--- config.mk ---
export PLATFORM = sky130hd
export DESIGN_NAME = speed_ramp_setpoint_player_core
export DESIGN_NICKNAME = d
export VERILOG_FILES = /design/src/rtl/srsp_pkg.sv /design/src/rtl/srsp_front.sv /design/src/rtl/srsp_fifo.sv /design/src/rtl/srsp_div.sv /design/src/rtl/srsp_back.sv /design/src/rtl/speed_ramp_setpoint_player_core.sv
export SDC_FILE = /design/constraint.sdc
export NUM_CORES = 2
export LEC_CHECK = 0
export BUFFER_PORTS_ARGS = -buffer_cell sky130_fd_sc_hd__buf_2
export CORE_MARGIN = 2
export CORE_UTILIZATION = 60
export CTS_BUF_LIST = sky130_fd_sc_hd__clkbuf_16
export CTS_CLUSTER_SIZE = 16
export DETAILED_ROUTE_END_ITERATION = 8
export GPL_ROUTABILITY_DRIVEN = 0
export PLACE_DENSITY = 0.77
export REMOVE_ABC_BUFFERS = 1
export SETUP_SLACK_MARGIN = 0.3
export SYNTH_ARGS = -nofsm -noshare
export SYNTH_HDL_FRONTEND = slang
export SYNTH_SLANG_ARGS = --single-unit
export TNS_END_PERCENT = 10
--- constraint.sdc ---
create_clock -name aclk -period 16.4 [get_ports aclk]
set_input_delay 2.46 -clock aclk [delete_from_list [all_inputs] [get_ports aclk]]
set_output_delay 2.46 -clock aclk [all_outputs]
set_load 0.02 [all_outputs]
--- src/rtl/srsp_pkg.sv ---
// srsp_pkg: shared widths, codes, reset values and structs for the speed ramp
// setpoint player. No dependencies; every rtl/srsp_* file and the core import it.
`timescale 1ns / 1ps

package srsp_pkg;

    // field widths
    localparam int SPEED_W     = 13;
    localparam int STEER_W     = 13;
    localparam int OUT_STEER_W = 14;
    localparam int BIAS_W      = 10;
    localparam int PERIOD_W    = 10;
    localparam int TIME_W      = 16;
    localparam int STATUS_W    = 2;
    localparam int CFG_IDX_W   = 3;
    localparam int CFG_DATA_W  = 13;

    // speed differences need one bit more than a speed
    localparam int DIFF_W = SPEED_W + 1;

    // shared serial divider: dividend, divisor and step counter widths
    localparam int DIVD_W    = 16;
    localparam int DIVS_W    = 10;
    localparam int DIV_CNT_W = $clog2(DIVD_W + 1);

    // smallest speed change that still gets a ramp
    localparam int RAMP_MIN_CHANGE = 10;

    // operation codes
    localparam logic OP_COMMAND = 1'b0;
    localparam logic OP_TICK    = 1'b1;

    // move status codes
    localparam logic [STATUS_W-1:0] ST_STOPPED    = 2'd0;
    localparam logic [STATUS_W-1:0] ST_MOVING     = 2'd1;
    localparam logic [STATUS_W-1:0] ST_STEER_ONLY = 2'd2;

    // configuration register indexes
    localparam logic [CFG_IDX_W-1:0] CFG_MIN_SPEED    = 3'd0;
    localparam logic [CFG_IDX_W-1:0] CFG_MAX_SPEED    = 3'd1;
    localparam logic [CFG_IDX_W-1:0] CFG_MIN_STEERING = 3'd2;
    localparam logic [CFG_IDX_W-1:0] CFG_MAX_STEERING = 3'd3;
    localparam logic [CFG_IDX_W-1:0] CFG_TICK_PERIOD  = 3'd4;
    localparam logic [CFG_IDX_W-1:0] CFG_STEER_BIAS   = 3'd5;

    // configuration reset values
    localparam logic signed [SPEED_W-1:0] RST_MIN_SPEED    = 13'sd0;
    localparam logic signed [SPEED_W-1:0] RST_MAX_SPEED    = 13'sd1000;
    localparam logic signed [STEER_W-1:0] RST_MIN_STEERING = -13'sd1571;
    localparam logic signed [STEER_W-1:0] RST_MAX_STEERING = 13'sd1571;
    localparam logic [PERIOD_W-1:0]       RST_TICK_PERIOD  = 10'd20;
    localparam logic signed [BIAS_W-1:0]  RST_STEER_BIAS   = 10'sd0;

    typedef struct packed {
        logic signed [SPEED_W-1:0] min_speed;
        logic signed [SPEED_W-1:0] max_speed;
        logic signed [STEER_W-1:0] min_steering;
        logic signed [STEER_W-1:0] max_steering;
        logic [PERIOD_W-1:0]       tick_period_ms;
        logic signed [BIAS_W-1:0]  steering_bias;
    } srsp_cfg_t;

    // one classified item between front and back
    typedef struct packed {
        logic                      op;
        logic signed [SPEED_W-1:0] raw_speed;
        logic signed [SPEED_W-1:0] speed;
        logic signed [STEER_W-1:0] steering;
        logic                      smooth;
        logic [TIME_W-1:0]         smooth_time;
        logic [PERIOD_W-1:0]       period;
    } srsp_item_t;

    typedef struct packed {
        logic              start;
        logic [DIVD_W-1:0] dividend;
        logic [DIVS_W-1:0] divisor;
    } srsp_div_req_t;

    typedef struct packed {
        logic              done;
        logic [DIVD_W-1:0] quotient;
        logic [DIVS_W-1:0] remainder;
    } srsp_div_resp_t;

    typedef struct packed {
        logic full;
        logic empty;
    } srsp_fifo_stat_t;

    typedef struct packed {
        logic pop_cmd;
        logic pop_tick;
    } srsp_back_stat_t;

endpackage

--- src/rtl/srsp_front.sv ---
// srsp_front: input side. Accepts beats, clamps speed, steering and ramp time,
// and pushes one classified item into the queue. Depends on srsp_pkg.
`timescale 1ns / 1ps

module srsp_front import srsp_pkg::*; #(
    parameter int TABLE_DEPTH = 64
) (
    input  logic                      s_valid,
    output logic                      s_ready,
    input  logic                      s_operation,
    input  logic signed [SPEED_W-1:0] s_target_speed,
    input  logic signed [STEER_W-1:0] s_target_steering,
    input  logic                      s_smooth,
    input  logic [TIME_W-1:0]         s_smooth_time_ms,
    input  srsp_cfg_t                 cfg,
    input  srsp_fifo_stat_t           fifo_stat,
    output logic                      push,
    output srsp_item_t                push_item
);

    localparam int PMAX_W = PERIOD_W + $clog2(TABLE_DEPTH + 1);

    logic [PERIOD_W-1:0]       period;
    logic [PMAX_W-1:0]         period_ext;
    logic [PMAX_W-1:0]         period_max;
    logic [PMAX_W-1:0]         time_ext;
    logic [TIME_W-1:0]         time_clamped;
    logic signed [SPEED_W-1:0] speed_lo;
    logic signed [SPEED_W-1:0] speed_clamped;
    logic signed [STEER_W-1:0] steer_lo;
    logic signed [STEER_W-1:0] steer_clamped;

    // handshake: accept whenever the queue has room
    assign s_ready = !fifo_stat.full;
    assign push    = s_valid && !fifo_stat.full;

    // lower clamp first, upper clamp second, so the maximum wins
    always_comb begin
        speed_lo      = (s_target_speed < cfg.min_speed) ? cfg.min_speed : s_target_speed;
        speed_clamped = (speed_lo > cfg.max_speed) ? cfg.max_speed : speed_lo;
        steer_lo      = (s_target_steering < cfg.min_steering) ?
                        cfg.min_steering : s_target_steering;
        steer_clamped = (steer_lo > cfg.max_steering) ? cfg.max_steering : steer_lo;
    end

    // ramp time limited to one period up to one full table of periods
    always_comb begin
        period     = (cfg.tick_period_ms == '0) ? PERIOD_W'(1) : cfg.tick_period_ms;
        period_ext = PMAX_W'(period);
        period_max = period_ext * PMAX_W'(TABLE_DEPTH);
        time_ext   = PMAX_W'(s_smooth_time_ms);
        if (time_ext < period_ext) begin
            time_clamped = TIME_W'(period_ext);
        end else if (time_ext > period_max) begin
            time_clamped = TIME_W'(period_max);
        end else begin
            time_clamped = s_smooth_time_ms;
        end
    end

    always_comb begin
        push_item.op          = s_operation;
        push_item.raw_speed   = s_target_speed;
        push_item.speed       = speed_clamped;
        push_item.steering    = steer_clamped;
        push_item.smooth      = s_smooth;
        push_item.smooth_time = time_clamped;
        push_item.period      = period;
    end

endmodule

--- src/rtl/srsp_fifo.sv ---
// srsp_fifo: two-entry queue of classified items between front and back.
// Depends on srsp_pkg for the item and status structs.
`timescale 1ns / 1ps

module srsp_fifo import srsp_pkg::*; (
    input  logic            aclk,
    input  logic            aresetn,
    input  logic            push,
    input  srsp_item_t      push_item,
    input  logic            pop,
    output srsp_item_t      pop_item,
    output srsp_fifo_stat_t stat
);

    localparam int QUEUE_DEPTH = 2;
    localparam int PTR_W       = $clog2(QUEUE_DEPTH);
    localparam int CNT_W       = $clog2(QUEUE_DEPTH + 1);

    srsp_item_t       entry_reg [QUEUE_DEPTH];
    logic [PTR_W-1:0] wr_ptr_reg;
    logic [PTR_W-1:0] rd_ptr_reg;
    logic [CNT_W-1:0] count_reg;

    assign stat.full  = (count_reg == CNT_W'(QUEUE_DEPTH));
    assign stat.empty = (count_reg == '0);
    assign pop_item   = entry_reg[rd_ptr_reg];

    // payload storage, no reset
    always_ff @(posedge aclk) begin
        if (push) begin
            entry_reg[wr_ptr_reg] <= push_item;
        end
    end

    // pointers and fill level
    always_ff @(posedge aclk) begin
        if (!aresetn) begin
            wr_ptr_reg <= '0;
            rd_ptr_reg <= '0;
            count_reg  <= '0;
        end else begin
            if (push) begin
                wr_ptr_reg <= (wr_ptr_reg == PTR_W'(QUEUE_DEPTH - 1)) ? '0 : wr_ptr_reg + 1'b1;
            end
            if (pop) begin
                rd_ptr_reg <= (rd_ptr_reg == PTR_W'(QUEUE_DEPTH - 1)) ? '0 : rd_ptr_reg + 1'b1;
            end
            if (push && !pop) begin
                count_reg <= count_reg + 1'b1;
            end else if (pop && !push) begin
                count_reg <= count_reg - 1'b1;
            end
        end
    end

endmodule

--- src/rtl/srsp_div.sv ---
// srsp_div: unsigned restoring divider, one quotient bit per cycle.
// Shared by the count and step divisions of a ramp. Depends on srsp_pkg.
`timescale 1ns / 1ps

module srsp_div import srsp_pkg::*; (
    input  logic           aclk,
    input  logic           aresetn,
    input  srsp_div_req_t  req,
    output srsp_div_resp_t resp
);

    logic                 busy_reg;
    logic                 done_reg;
    logic [DIV_CNT_W-1:0] step_reg;
    logic [DIVD_W-1:0]    quo_reg;
    logic [DIVS_W-1:0]    rem_reg;
    logic [DIVS_W-1:0]    divisor_reg;
    logic [DIVS_W:0]      shifted;
    logic [DIVS_W:0]      trial;

    // shift in the next dividend bit and try a subtract
    always_comb begin
        shifted = {rem_reg, quo_reg[DIVD_W-1]};
        trial   = shifted - {1'b0, divisor_reg};
    end

    always_ff @(posedge aclk) begin
        if (!aresetn) begin
            busy_reg <= 1'b0;
            done_reg <= 1'b0;
            step_reg <= '0;
        end else begin
            done_reg <= 1'b0;
            if (req.start) begin
                busy_reg    <= 1'b1;
                step_reg    <= '0;
                quo_reg     <= req.dividend;
                rem_reg     <= '0;
                divisor_reg <= req.divisor;
            end else if (busy_reg) begin
                if (!trial[DIVS_W]) begin
                    rem_reg <= trial[DIVS_W-1:0];
                    quo_reg <= {quo_reg[DIVD_W-2:0], 1'b1};
                end else begin
                    rem_reg <= shifted[DIVS_W-1:0];
                    quo_reg <= {quo_reg[DIVD_W-2:0], 1'b0};
                end
                step_reg <= step_reg + 1'b1;
                if (step_reg == DIV_CNT_W'(DIVD_W - 1)) begin
                    busy_reg <= 1'b0;
                    done_reg <= 1'b1;
                end
            end
        end
    end

    assign resp.done      = done_reg;
    assign resp.quotient  = quo_reg;
    assign resp.remainder = rem_reg;

endmodule

--- src/rtl/srsp_back.sv ---
// srsp_back: execution side. Fills the setpoint table for commands (ramp or
// flat) and plays it back on ticks into the result register.
// Depends on srsp_pkg; drives srsp_div through the request/response structs.
`timescale 1ns / 1ps

module srsp_back import srsp_pkg::*; #(
    parameter int TABLE_DEPTH = 64
) (
    input  logic                          aclk,
    input  logic                          aresetn,
    input  srsp_cfg_t                     cfg,
    input  srsp_item_t                    head_item,
    input  srsp_fifo_stat_t               fifo_stat,
    output logic                          pop,
    output srsp_div_req_t                 div_req,
    input  srsp_div_resp_t                div_resp,
    output logic                          m_valid,
    input  logic                          m_ready,
    output logic signed [SPEED_W-1:0]     m_out_speed,
    output logic signed [OUT_STEER_W-1:0] m_out_steering,
    output logic [STATUS_W-1:0]           m_move_status,
    output srsp_back_stat_t               stat
);

    localparam int IDX_W = $clog2(TABLE_DEPTH);
    localparam int CNT_W = $clog2(TABLE_DEPTH + 1);

    typedef enum logic [2:0] {
        B_IDLE,
        B_CNT_DIV,
        B_STEP_DIV,
        B_FILL,
        B_TICK
    } back_state_t;

    back_state_t               state_reg;
    logic signed [STEER_W-1:0] held_steer_reg;
    logic [IDX_W-1:0]          play_idx_reg;
    logic signed [SPEED_W-1:0] last_speed_reg;
    logic [STATUS_W-1:0]       status_reg;
    logic signed [SPEED_W-1:0] target_reg;
    logic                      ramp_reg;
    logic                      neg_reg;
    logic [SPEED_W-1:0]        mag_reg;
    logic [CNT_W-1:0]          cnt_reg;
    logic [SPEED_W-1:0]        step_q_reg;
    logic [DIVS_W-1:0]         step_r_reg;
    logic [SPEED_W-1:0]        acc_q_reg;
    logic [DIVS_W-1:0]         acc_r_reg;
    logic [IDX_W-1:0]          fill_idx_reg;
    logic                      div_start_reg;
    logic [DIVD_W-1:0]         div_dividend_reg;
    logic [DIVS_W-1:0]         div_divisor_reg;
    logic                      m_valid_reg;
    logic signed [SPEED_W-1:0] m_speed_reg;
    logic signed [OUT_STEER_W-1:0] m_steer_reg;
    logic [STATUS_W-1:0]       m_status_reg;

    logic [SPEED_W-1:0]        table_mem [TABLE_DEPTH];
    logic signed [SPEED_W-1:0] rd_data_reg;

    logic                      pop_cmd;
    logic                      pop_tick;
    logic signed [DIFF_W-1:0]  change;
    logic signed [DIFF_W-1:0]  diff;
    logic [DIFF_W-1:0]         diff_abs;
    logic                      ramp_hit;
    logic [CNT_W-1:0]          cnt_next;
    logic [DIVS_W:0]           r_sum;
    logic [DIVS_W:0]           cnt_ext;
    logic                      r_carry;
    logic [DIVS_W-1:0]         acc_r_next;
    logic [SPEED_W-1:0]        acc_q_next;
    logic signed [DIFF_W-1:0]  ramp_sum;
    logic                      wr_en;
    logic signed [SPEED_W-1:0] wr_data;
    logic signed [DIFF_W-1:0]  neg_steer;
    logic [STATUS_W-1:0]       status_next;

    // pop a command at once; a tick only when the result register is free
    always_comb begin
        pop      = (state_reg == B_IDLE) && !fifo_stat.empty &&
                   ((head_item.op == OP_COMMAND) || !m_valid_reg || m_ready);
        pop_cmd  = pop && (head_item.op == OP_COMMAND);
        pop_tick = pop && (head_item.op == OP_TICK);
    end

    assign stat.pop_cmd  = pop_cmd;
    assign stat.pop_tick = pop_tick;

    // ramp test on the unclamped target, ramp span on the clamped one
    always_comb begin
        change   = DIFF_W'(head_item.raw_speed) - DIFF_W'(last_speed_reg);
        diff     = DIFF_W'(head_item.speed) - DIFF_W'(last_speed_reg);
        diff_abs = diff[DIFF_W-1] ? DIFF_W'(-diff) : DIFF_W'(diff);
        ramp_hit = head_item.smooth &&
                   ((change >= DIFF_W'(RAMP_MIN_CHANGE)) ||
                    (change <= -DIFF_W'(RAMP_MIN_CHANGE)));
    end

    // entry count from the first division, limited to 1..TABLE_DEPTH
    always_comb begin
        if (div_resp.quotient == '0) begin
            cnt_next = CNT_W'(1);
        end else if (div_resp.quotient > DIVD_W'(TABLE_DEPTH)) begin
            cnt_next = CNT_W'(TABLE_DEPTH);
        end else begin
            cnt_next = div_resp.quotient[CNT_W-1:0];
        end
    end

    // running quotient of |diff|*(i+1)/cnt: add step, carry the remainder once
    always_comb begin
        cnt_ext    = (DIVS_W + 1)'(cnt_reg);
        r_sum      = {1'b0, acc_r_reg} + {1'b0, step_r_reg};
        r_carry    = (r_sum >= cnt_ext);
        acc_r_next = r_carry ? DIVS_W'(r_sum - cnt_ext) : r_sum[DIVS_W-1:0];
        acc_q_next = acc_q_reg + step_q_reg + SPEED_W'(r_carry);
    end

    // table write data: ramp entry below the count, target at and above it
    always_comb begin
        ramp_sum = neg_reg ?
                   (DIFF_W'(last_speed_reg) - $signed({1'b0, acc_q_reg})) :
                   (DIFF_W'(last_speed_reg) + $signed({1'b0, acc_q_reg}));
        wr_en    = (state_reg == B_FILL);
        wr_data  = (ramp_reg && (CNT_W'(fill_idx_reg) < cnt_reg)) ?
                   ramp_sum[SPEED_W-1:0] : target_reg;
    end

    // move status, judged before the bias; held when moving straight
    always_comb begin
        neg_steer = -DIFF_W'(held_steer_reg);
        if ((rd_data_reg == '0) && (neg_steer == '0)) begin
            status_next = ST_STOPPED;
        end else if ((rd_data_reg != '0) && (neg_steer != '0)) begin
            status_next = ST_MOVING;
        end else if (rd_data_reg == '0) begin
            status_next = ST_STEER_ONLY;
        end else begin
            status_next = status_reg;
        end
    end

    // setpoint table: one write port for fills, registered read for ticks
    always_ff @(posedge aclk) begin
        if (wr_en) begin
            table_mem[fill_idx_reg] <= wr_data;
        end
        if (pop_tick) begin
            rd_data_reg <= table_mem[play_idx_reg];
        end
    end

    // sequencer and result register
    always_ff @(posedge aclk) begin
        if (!aresetn) begin
            state_reg      <= B_IDLE;
            held_steer_reg <= '0;
            play_idx_reg   <= IDX_W'(TABLE_DEPTH - 1);
            last_speed_reg <= '0;
            status_reg     <= ST_STOPPED;
            div_start_reg  <= 1'b0;
            m_valid_reg    <= 1'b0;
        end else begin
            div_start_reg <= 1'b0;
            if (m_valid_reg && m_ready) begin
                m_valid_reg <= 1'b0;
            end
            case (state_reg)
                B_IDLE: begin
                    if (pop_cmd) begin
                        held_steer_reg <= head_item.steering;
                        target_reg     <= head_item.speed;
                        ramp_reg       <= ramp_hit;
                        neg_reg        <= diff[DIFF_W-1];
                        mag_reg        <= diff_abs[SPEED_W-1:0];
                        fill_idx_reg   <= '0;
                        if (ramp_hit) begin
                            play_idx_reg     <= '0;
                            div_start_reg    <= 1'b1;
                            div_dividend_reg <= DIVD_W'(head_item.smooth_time);
                            div_divisor_reg  <= DIVS_W'(head_item.period);
                            state_reg        <= B_CNT_DIV;
                        end else begin
                            play_idx_reg <= IDX_W'(TABLE_DEPTH - 1);
                            state_reg    <= B_FILL;
                        end
                    end else if (pop_tick) begin
                        state_reg <= B_TICK;
                    end
                end
                B_CNT_DIV: begin
                    if (div_resp.done) begin
                        cnt_reg          <= cnt_next;
                        div_start_reg    <= 1'b1;
                        div_dividend_reg <= DIVD_W'(mag_reg);
                        div_divisor_reg  <= DIVS_W'(cnt_next);
                        state_reg        <= B_STEP_DIV;
                    end
                end
                B_STEP_DIV: begin
                    if (div_resp.done) begin
                        step_q_reg <= div_resp.quotient[SPEED_W-1:0];
                        step_r_reg <= div_resp.remainder;
                        acc_q_reg  <= div_resp.quotient[SPEED_W-1:0];
                        acc_r_reg  <= div_resp.remainder;
                        state_reg  <= B_FILL;
                    end
                end
                B_FILL: begin
                    acc_q_reg    <= acc_q_next;
                    acc_r_reg    <= acc_r_next;
                    fill_idx_reg <= fill_idx_reg + 1'b1;
                    if (fill_idx_reg == IDX_W'(TABLE_DEPTH - 1)) begin
                        fill_idx_reg <= '0;
                        state_reg    <= B_IDLE;
                    end
                end
                B_TICK: begin
                    m_valid_reg    <= 1'b1;
                    m_speed_reg    <= rd_data_reg;
                    m_steer_reg    <= neg_steer + OUT_STEER_W'(cfg.steering_bias);
                    m_status_reg   <= status_next;
                    status_reg     <= status_next;
                    last_speed_reg <= rd_data_reg;
                    if (play_idx_reg != IDX_W'(TABLE_DEPTH - 1)) begin
                        play_idx_reg <= play_idx_reg + 1'b1;
                    end
                    state_reg <= B_IDLE;
                end
                default: begin
                    state_reg <= B_IDLE;
                end
            endcase
        end
    end

    assign div_req.start    = div_start_reg;
    assign div_req.dividend = div_dividend_reg;
    assign div_req.divisor  = div_divisor_reg;

    assign m_valid        = m_valid_reg;
    assign m_out_speed    = m_speed_reg;
    assign m_out_steering = m_steer_reg;
    assign m_move_status  = m_status_reg;

endmodule

--- src/rtl/speed_ramp_setpoint_player_core.sv ---
// speed_ramp_setpoint_player_core: top level. Holds the configuration registers
// and ties front, queue, divider and back together. Depends on srsp_pkg and all
// rtl/srsp_* modules.
//
//  channel  | direction | handshake          | payload
//  ---------+-----------+--------------------+---------------------------------------
//  s_       | in        | s_valid / s_ready  | operation, target speed/steering, ramp
//  m_       | out       | m_valid / m_ready  | out_speed, out_steering, move_status
//  cfg_     | in        | cfg_valid/cfg_ready| cfg_index, cfg_data
//
// A tick goes from the queue head through the registered table read into the result register.
// A flat command writes the table one entry per cycle. A ramp command first runs
// two divisions in the shared serial divider, entry count then step size, before
// its fill. The two-entry queue keeps taking beats while it is not full, also
// while the back end fills or the result waits.
// Reset is synchronous and active low; the table holds no data until the first command.
`timescale 1ns / 1ps

module speed_ramp_setpoint_player_core import srsp_pkg::*; #(
    parameter int TABLE_DEPTH = 64
) (
    input  logic                          aclk,
    input  logic                          aresetn,
    input  logic                          s_valid,
    output logic                          s_ready,
    input  logic                          s_operation,
    input  logic signed [SPEED_W-1:0]     s_target_speed,
    input  logic signed [STEER_W-1:0]     s_target_steering,
    input  logic                          s_smooth,
    input  logic [TIME_W-1:0]             s_smooth_time_ms,
    output logic                          m_valid,
    input  logic                          m_ready,
    output logic signed [SPEED_W-1:0]     m_out_speed,
    output logic signed [OUT_STEER_W-1:0] m_out_steering,
    output logic [STATUS_W-1:0]           m_move_status,
    input  logic                          cfg_valid,
    output logic                          cfg_ready,
    input  logic [CFG_IDX_W-1:0]          cfg_index,
    input  logic [CFG_DATA_W-1:0]         cfg_data
);

    srsp_cfg_t       cfg_reg;
    srsp_fifo_stat_t fifo_stat;
    srsp_item_t      push_item;
    srsp_item_t      head_item;
    srsp_div_req_t   div_req;
    srsp_div_resp_t  div_resp;
    srsp_back_stat_t back_stat;
    logic            push;
    logic            pop;

    // configuration registers, always ready
    assign cfg_ready = 1'b1;

    always_ff @(posedge aclk) begin
        if (!aresetn) begin
            cfg_reg.min_speed      <= RST_MIN_SPEED;
            cfg_reg.max_speed      <= RST_MAX_SPEED;
            cfg_reg.min_steering   <= RST_MIN_STEERING;
            cfg_reg.max_steering   <= RST_MAX_STEERING;
            cfg_reg.tick_period_ms <= RST_TICK_PERIOD;
            cfg_reg.steering_bias  <= RST_STEER_BIAS;
        end else if (cfg_valid) begin
            case (cfg_index)
                CFG_MIN_SPEED:    cfg_reg.min_speed      <= cfg_data;
                CFG_MAX_SPEED:    cfg_reg.max_speed      <= cfg_data;
                CFG_MIN_STEERING: cfg_reg.min_steering   <= cfg_data;
                CFG_MAX_STEERING: cfg_reg.max_steering   <= cfg_data;
                CFG_TICK_PERIOD:  cfg_reg.tick_period_ms <= cfg_data[PERIOD_W-1:0];
                CFG_STEER_BIAS:   cfg_reg.steering_bias  <= cfg_data[BIAS_W-1:0];
                default: begin
                end
            endcase
        end
    end

    srsp_front #(
        .TABLE_DEPTH (TABLE_DEPTH)
    ) u_front (
        .s_valid           (s_valid),
        .s_ready           (s_ready),
        .s_operation       (s_operation),
        .s_target_speed    (s_target_speed),
        .s_target_steering (s_target_steering),
        .s_smooth          (s_smooth),
        .s_smooth_time_ms  (s_smooth_time_ms),
        .cfg               (cfg_reg),
        .fifo_stat         (fifo_stat),
        .push              (push),
        .push_item         (push_item)
    );

    srsp_fifo u_fifo (
        .aclk      (aclk),
        .aresetn   (aresetn),
        .push      (push),
        .push_item (push_item),
        .pop       (pop),
        .pop_item  (head_item),
        .stat      (fifo_stat)
    );

    srsp_div u_div (
        .aclk    (aclk),
        .aresetn (aresetn),
        .req     (div_req),
        .resp    (div_resp)
    );

    srsp_back #(
        .TABLE_DEPTH (TABLE_DEPTH)
    ) u_back (
        .aclk           (aclk),
        .aresetn        (aresetn),
        .cfg            (cfg_reg),
        .head_item      (head_item),
        .fifo_stat      (fifo_stat),
        .pop            (pop),
        .div_req        (div_req),
        .div_resp       (div_resp),
        .m_valid        (m_valid),
        .m_ready        (m_ready),
        .m_out_speed    (m_out_speed),
        .m_out_steering (m_out_steering),
        .m_move_status  (m_move_status),
        .stat           (back_stat)
    );

    // queue level is never full and empty at once
    a_fifo_level: assert property (@(posedge aclk) disable iff (!aresetn)
        !(fifo_stat.full && fifo_stat.empty))
        else $error("queue reports full and empty together");

    // an accepted beat is in the queue on the next cycle
    a_push_lands: assert property (@(posedge aclk) disable iff (!aresetn)
        (s_valid && s_ready) |=> !fifo_stat.empty)
        else $error("accepted beat missing from queue");

    // a rising result valid only follows a tick taken from the queue, via the table read
    a_result_from_tick: assert property (@(posedge aclk) disable iff (!aresetn)
        $rose(m_valid) |-> $past(back_stat.pop_tick, 2))
        else $error("result appeared without a tick");

    // the back end takes one item per pop
    a_single_pop: assert property (@(posedge aclk) disable iff (!aresetn)
        !(back_stat.pop_cmd && back_stat.pop_tick))
        else $error("command and tick popped together");

endmodule

* Word-level counts from Yosys, hierarchy flattened
Memories as Yosys holds them, arrays and structs flattened. A register that Yosys moved wholly into a read port is not among the register bits.
Index checks and enable logic that the tools add are counted.
** Storage, ports and cells
- Flip-flop bits (word level) :: 300
- Bits in writable memories :: 966
- Input port bits :: 65
- Output and inout bits :: 32
- Word-level logic and storage cells :: 215
- Memories kept :: 2
** Memories
- u_back.table_mem :: depth 64, bits a word 13, read ports 1, clocked after Yosys merged registers in 1, write ports 1, line srsp_back.sv:59 : logic [SPEED_W-1:0] table_mem [TABLE_DEPTH];
- u_fifo.entry_reg :: depth 2, bits a word 67, read ports 1, clocked after Yosys merged registers in 1, write ports 1, line srsp_fifo.sv:19 : srsp_item_t entry_reg [QUEUE_DEPTH];
** Operators by class
- Add/subtract/negate cells :: 19
- $lt $le $gt $ge :: 11
- Eq/ne operators :: 20
- Muxes and demuxes :: 67
- Bitwise operators :: 3
- Reduce and logical (&&, ||, !) cells :: 56
** Operators by type and width (number)
- two-way mux 16 bit :: 7
- two-way mux 13 bit :: 8
- two-way mux 10 bit :: 8
- one-hot mux 10 bit (2 select lines) :: 2
- one-hot mux 16 bit (2 select lines) :: 1
- two-way mux 6 bit :: 5
- subtractor 13 x 13 -> 14 bit :: 2
- adder 13 bit :: 2
- greater-than comparator 13 bit :: 2
- < comparator 13 bit :: 2
- one-hot mux 13 bit (2 select lines) :: 1
- one-hot mux 6 bit (2 select lines) :: 2
- AND reduction 2 bit :: 10
- two-way mux 1 bit :: 18
- AND reduction 3 bit :: 6
- greater-than comparator 16 bit :: 1
- greater-than comparator 16 x 7 -> 1 bit (second input constant) :: 1
- logical NOT 16 bit :: 1
- < comparator 16 x 10 -> 1 bit :: 1
- two-way mux 3 bit :: 5
- adder 14 x 10 -> 14 bit :: 1
- >= comparator 14 x 5 -> 1 bit (second input constant) :: 1
- less-or-equal comparator 14 x 5 -> 1 bit (second input constant) :: 1
- logical NOT 14 bit :: 1
- other kinds (43) :: 87

* Logic depth before layout (Yosys ltp)
- Depth after elaboration :: 8
- Gate-level depth with buffers :: 24
- Gate-level depth less buffers :: 23

* Cells and area by module
A second synthesis with hierarchy kept.
** Second synthesis, totals
- Cell total of the unflattened synthesis :: 3485
- Area total of the unflattened synthesis :: 57058.5 um2
** By module, submodules not included
- srsp_back :: times used 1, cells each 2432, area each 43812.0 um2, seq. area each 30419.2 um2
- srsp_fifo :: times used 1, cells each 230, area each 5166.2 um2, seq. area each 4124.0 um2
- srsp_front :: times used 1, cells each 367, area each 2959.1 um2, seq. area each 0.0 um2
- speed_ramp_setpoint_player_core :: times used 1, cells each 273, area each 2824.0 um2, seq. area each 1441.4 um2
- srsp_div :: times used 1, cells each 183, area each 2297.2 um2, seq. area each 1221.2 um2

* Least setup slack after synthesis
No wires, ideal clock.
- Kind :: input-to-reg
- From :: input port s_target_steering[1]
- To :: memory u_fifo.entry_reg[0][34] (netlist bit), data pin
- Arrival time :: 6310 ps
- Data required time :: 16138 ps
- Setup slack :: 9827 ps
- Cell stages on the path :: 21
- Buffers on the path :: 3
- Cell sequence :: ha_1 > a21oi_1 > nor2b_1 > o21ai_0 > a21oi_1 > o221ai_1 > a21oi_1 > clkbuf_1 > mux2_1 > ha_1 > nor2b_1 > o21a_1 > o21ai_0 > nand2b_1 > a21oi_1 > o21ai_1 > a2111oi_0 > or3_1 > clkbuf_1 > buf_2 > mux2_2
** RTL lines
- from (decl) :: line speed_ramp_setpoint_player_core.sv:28 : input logic signed [STEER_W-1:0] s_target_steering,
- to (decl) :: line srsp_fifo.sv:19

==> results by group <==
Run status
  • Status: finished, final reports clean

Critical path
  • Worst-path maximum fanout: 26
  • Worst EP arrival: 7.15 ns
  • WP data required: 16.79 ns
  • Worst path max stage delay: 0.77 ns
  • Crit path max-delay cell type: o22a_1
  • Worst Path Buf+Inv: 1
  • Critical path startpoint category: primary input
  • Crit-path cells: buf_2 > ha_1 > a21oi_1 > nor2b_1 > o21ai_0 > a21oi_1 > o41ai_1 > o211a_1 > o21ai_0 > nand2_1 > ha_1 > a21o_1 > a21o_1 > a21o_1 > a21o_1 > a221o_1 > a211oi_1 > o22a_1 > a31oi_1
  • Most frequent cell on the critical path: a21o_1
  • Delay-heaviest family, CP: compound AO/OA/AOI/OAI gates
  • Critical path capture point type: flip-flop
  • WS Path Type: in2reg

Placement
  • Area post-placement: 58200 µm²
  • Post-place setup slack: 9.08 ns
  • DP HPWL: about 82000 µm
  • IO Port Bufs: 95

Timing
  • Fin Hold WS: 0.418 ns
  • Final hold viol count: 0
  • Final Max Slew Viols: 0
  • Tcrit/Tclk final: between 40% and 50%
  • PnR worst setup slack: 9.64 ns
  • Setup Skew: 0.0552 ns
  • Fmax: 148 MHz
  • Slew at the pin closest to its max-slew limit: roughly 1.4 ns
  • RSZ-0062 raised after global routing: false
  • Setup TNS: 0 ns
  • Setup violators final: 0
  • Max-slew headroom: 8.01%
  • Fin crit period: 6.76 ns

Global route
  • Gr ovfl total: 0
  • GRT Resource Usage Total: 28.1%
  • First-pass GRT wire length: 197000 µm
  • Initial antenna violation count: 7
  • Largest net degree at the start of global routing: around 160
  • Vias in the first global route: 30700

Power and ir drop
  • Tot Pwr: 0.00970 W
  • Seq pwr share: 43.3%
  • Lkg Pwr: 21.7 nW
  • Switching power: 0.00301 W
  • Sw frac: 31.1%
  • Combinational share of power: 28.2%
  • Clock power share: 28.5%
  • Int Power: approximately 0.0067 W
  • Worst VDD drop: between 0.00015 and 0.0002 V
  • Pwr Density: 156 nW/µm²

Detailed routing
  • 1st-iter DRT viols: 3872
  • First-pass iteration count of the detailed router: 8
  • Antenna Nets Post-Route: 0
  • DR vias/cell: 6.35
  • Total number of vias: 31800
  • Drt total wl: 133000 µm
  • Avg WL per Cell: 26.6 µm
  • DRC viols: 0

Clocking
  • Clock Sinks: 1280
  • CTS resizes: 0
  • CTS tree: built
  • Hold_buf cts: 0
  • Setup Buffers After CTS: 0
  • Clk Latency, worst-skew pair: 0.75 ns
  • Clock buffer depth: 3
  • Reg clk slew, reported paths: 0.06 ns
  • Clock root buffer: clkbuf_16
  • H-tree levels: 3
  • CTS Buf Count: 121

Floorplan
  • Die W: 309 µm
  • Starting Density: 60.3%
  • Core area: 92900 µm²
  • Die Ht: 309 µm
  • Die footprint: 95800 µm²
  • Site row count: 112
  • Top-level port count: 97

Synthesis
  • Synth top area cells: edfxtp_1 62%, mux4_2 11%, dfxtp_1 4.4%
  • Share of the synthesized area in the top cell type: 62.1%
  • Seq/Total Area, Yosys: 66.5%
  • Post-Syn Instances: 3506
  • Asr flop ratio synth: 0%
  • Post-Synth XOR/XNOR Area: 1.77%
  • Post-Synth Adder-Cell Area: under 10%
  • Biggest area consumer among synthesized cells: edfxtp_1
  • Avg Inst Size Synth: 16.0 µm²
  • Synth Flop Type: edfxtp_1
  • Complex-gate fraction of the synthesized area: 5.45%
  • Post-synthesis mux area share: 13.9%
  • Yosys reg bits: 1280
  • Post-synth EDFFs: 1157
  • Syn. warnings: 0
  • Distinct cells, synth: 87
  • Syn Std Cell Area: 56000 µm²
  • Synth Area in Simple Gates: 6.12%
  • Largest family of logic cells by synthesized area: multiplexers

Layout
  • Area grow syn2layout: 11.0%
  • Most common cell after layout, fill and taps aside: edfxtp_1
  • Final Net Count: slightly below 4000
  • Most frequent cells in the layout: 1157 x edfxtp_1, 301 x nand2_1, 274 x mux4_2, 196 x nor2_1, 172 x ha_1
  • Largest register FFs: 832
  • Final instance area: 62200 µm²
  • Share of cells above drive strength 1: 20.6%
  • Filler instances: 6124

Min path
  • Min-delay worst type: reg2reg

Run
  • Max-Cap Viols: 0
[synth_stat cells, drive strengths merged (27+ instances only)]
master and count:
a21oi 66, mux2i 82, nor2 209, mux2 69, o21ai 112, nand3 52, nand2 302, clkbuf 119
a31oi 28, o211ai 27, edfxtp 1157, ha 172, mux4 274, xor2 45, nor3 32, inv 135
a21boi 70, xnor2 68, buf 46, a21o 43, dfxtp 123
[cell families after synthesis]
| logic type | count (synthesis) |
|---|---|
| flops | 1280 |
| xor+xnor | 113 |
| compound gates | 448 |
| buf+inv | 300 |
| other cells | 1 |
| simple gates | 758 |
| mux | 425 |
| fa+ha+maj | 181 |
[through the flow]
stage               cells  utilization, %
floorplan            3341               -
global placement     4772            62.6
detailed placement   4772            62.6
CTS                  5004            66.9
global route         5007            66.9
finish               5008            66.9
[per-layer routing]
| layer | GRT usage [%] | share of wire, % |
|---|---|---|
| met3 | 5.72 | 9.5 |
| met4 | 8.37 | 2.7 |
| met5 | 0 | 0.030 |
| met1 | 40.0 | 40 |
| met2 | 44.4 | 48 |
[power by group through the flow]
| stage | registers, W | clock network, W | logic (W) |
|---|---|---|---|
| 2_1_floorplan | 0.00439 | 0 | 0.00198 |
| 3_3_place_gp | 0.00426 | 0 | 0.00261 |
| 3_5_place_dp | 0.00426 | 0 | 0.00267 |
| 4_1_cts | 0.00420 | 0.00279 | 0.00272 |
| 5_1_grt | 0.00422 | 0.00291 | 0.00292 |
| 6_report | 0.00420 | 0.00276 | 0.00273 |
[final timing paths]
check                                 start                 endpoint  slack, ns  cells past startpoint
setup / recovery          s_target_speed[1]  u_fifo.entry_reg[0][42]       9.64                     19
hold / removal    u_back.div_divisor_reg[2]     u_div.divisor_reg[2]       0.42                      0
setup reg to reg        u_back.acc_r_reg[0]     u_back.acc_q_reg[12]      10.03                     22
hold reg to reg   u_back.div_divisor_reg[2]     u_div.divisor_reg[2]       0.42                      0
[final cells by class]
cell class	count	area, µm²	area share (%)
flip-flops and latches	1280	37200	59.9
multi-input cells	1926	17800	28.6
clock buffers	121	3030	4.87
well taps	1254	1570	2.52
repair buffers	177	1120	1.80
clock inverters	111	926	1.49
inverters	135	509	0.819
diodes	4	10.0	0.0161
Power figures use the tool's default switching activity.
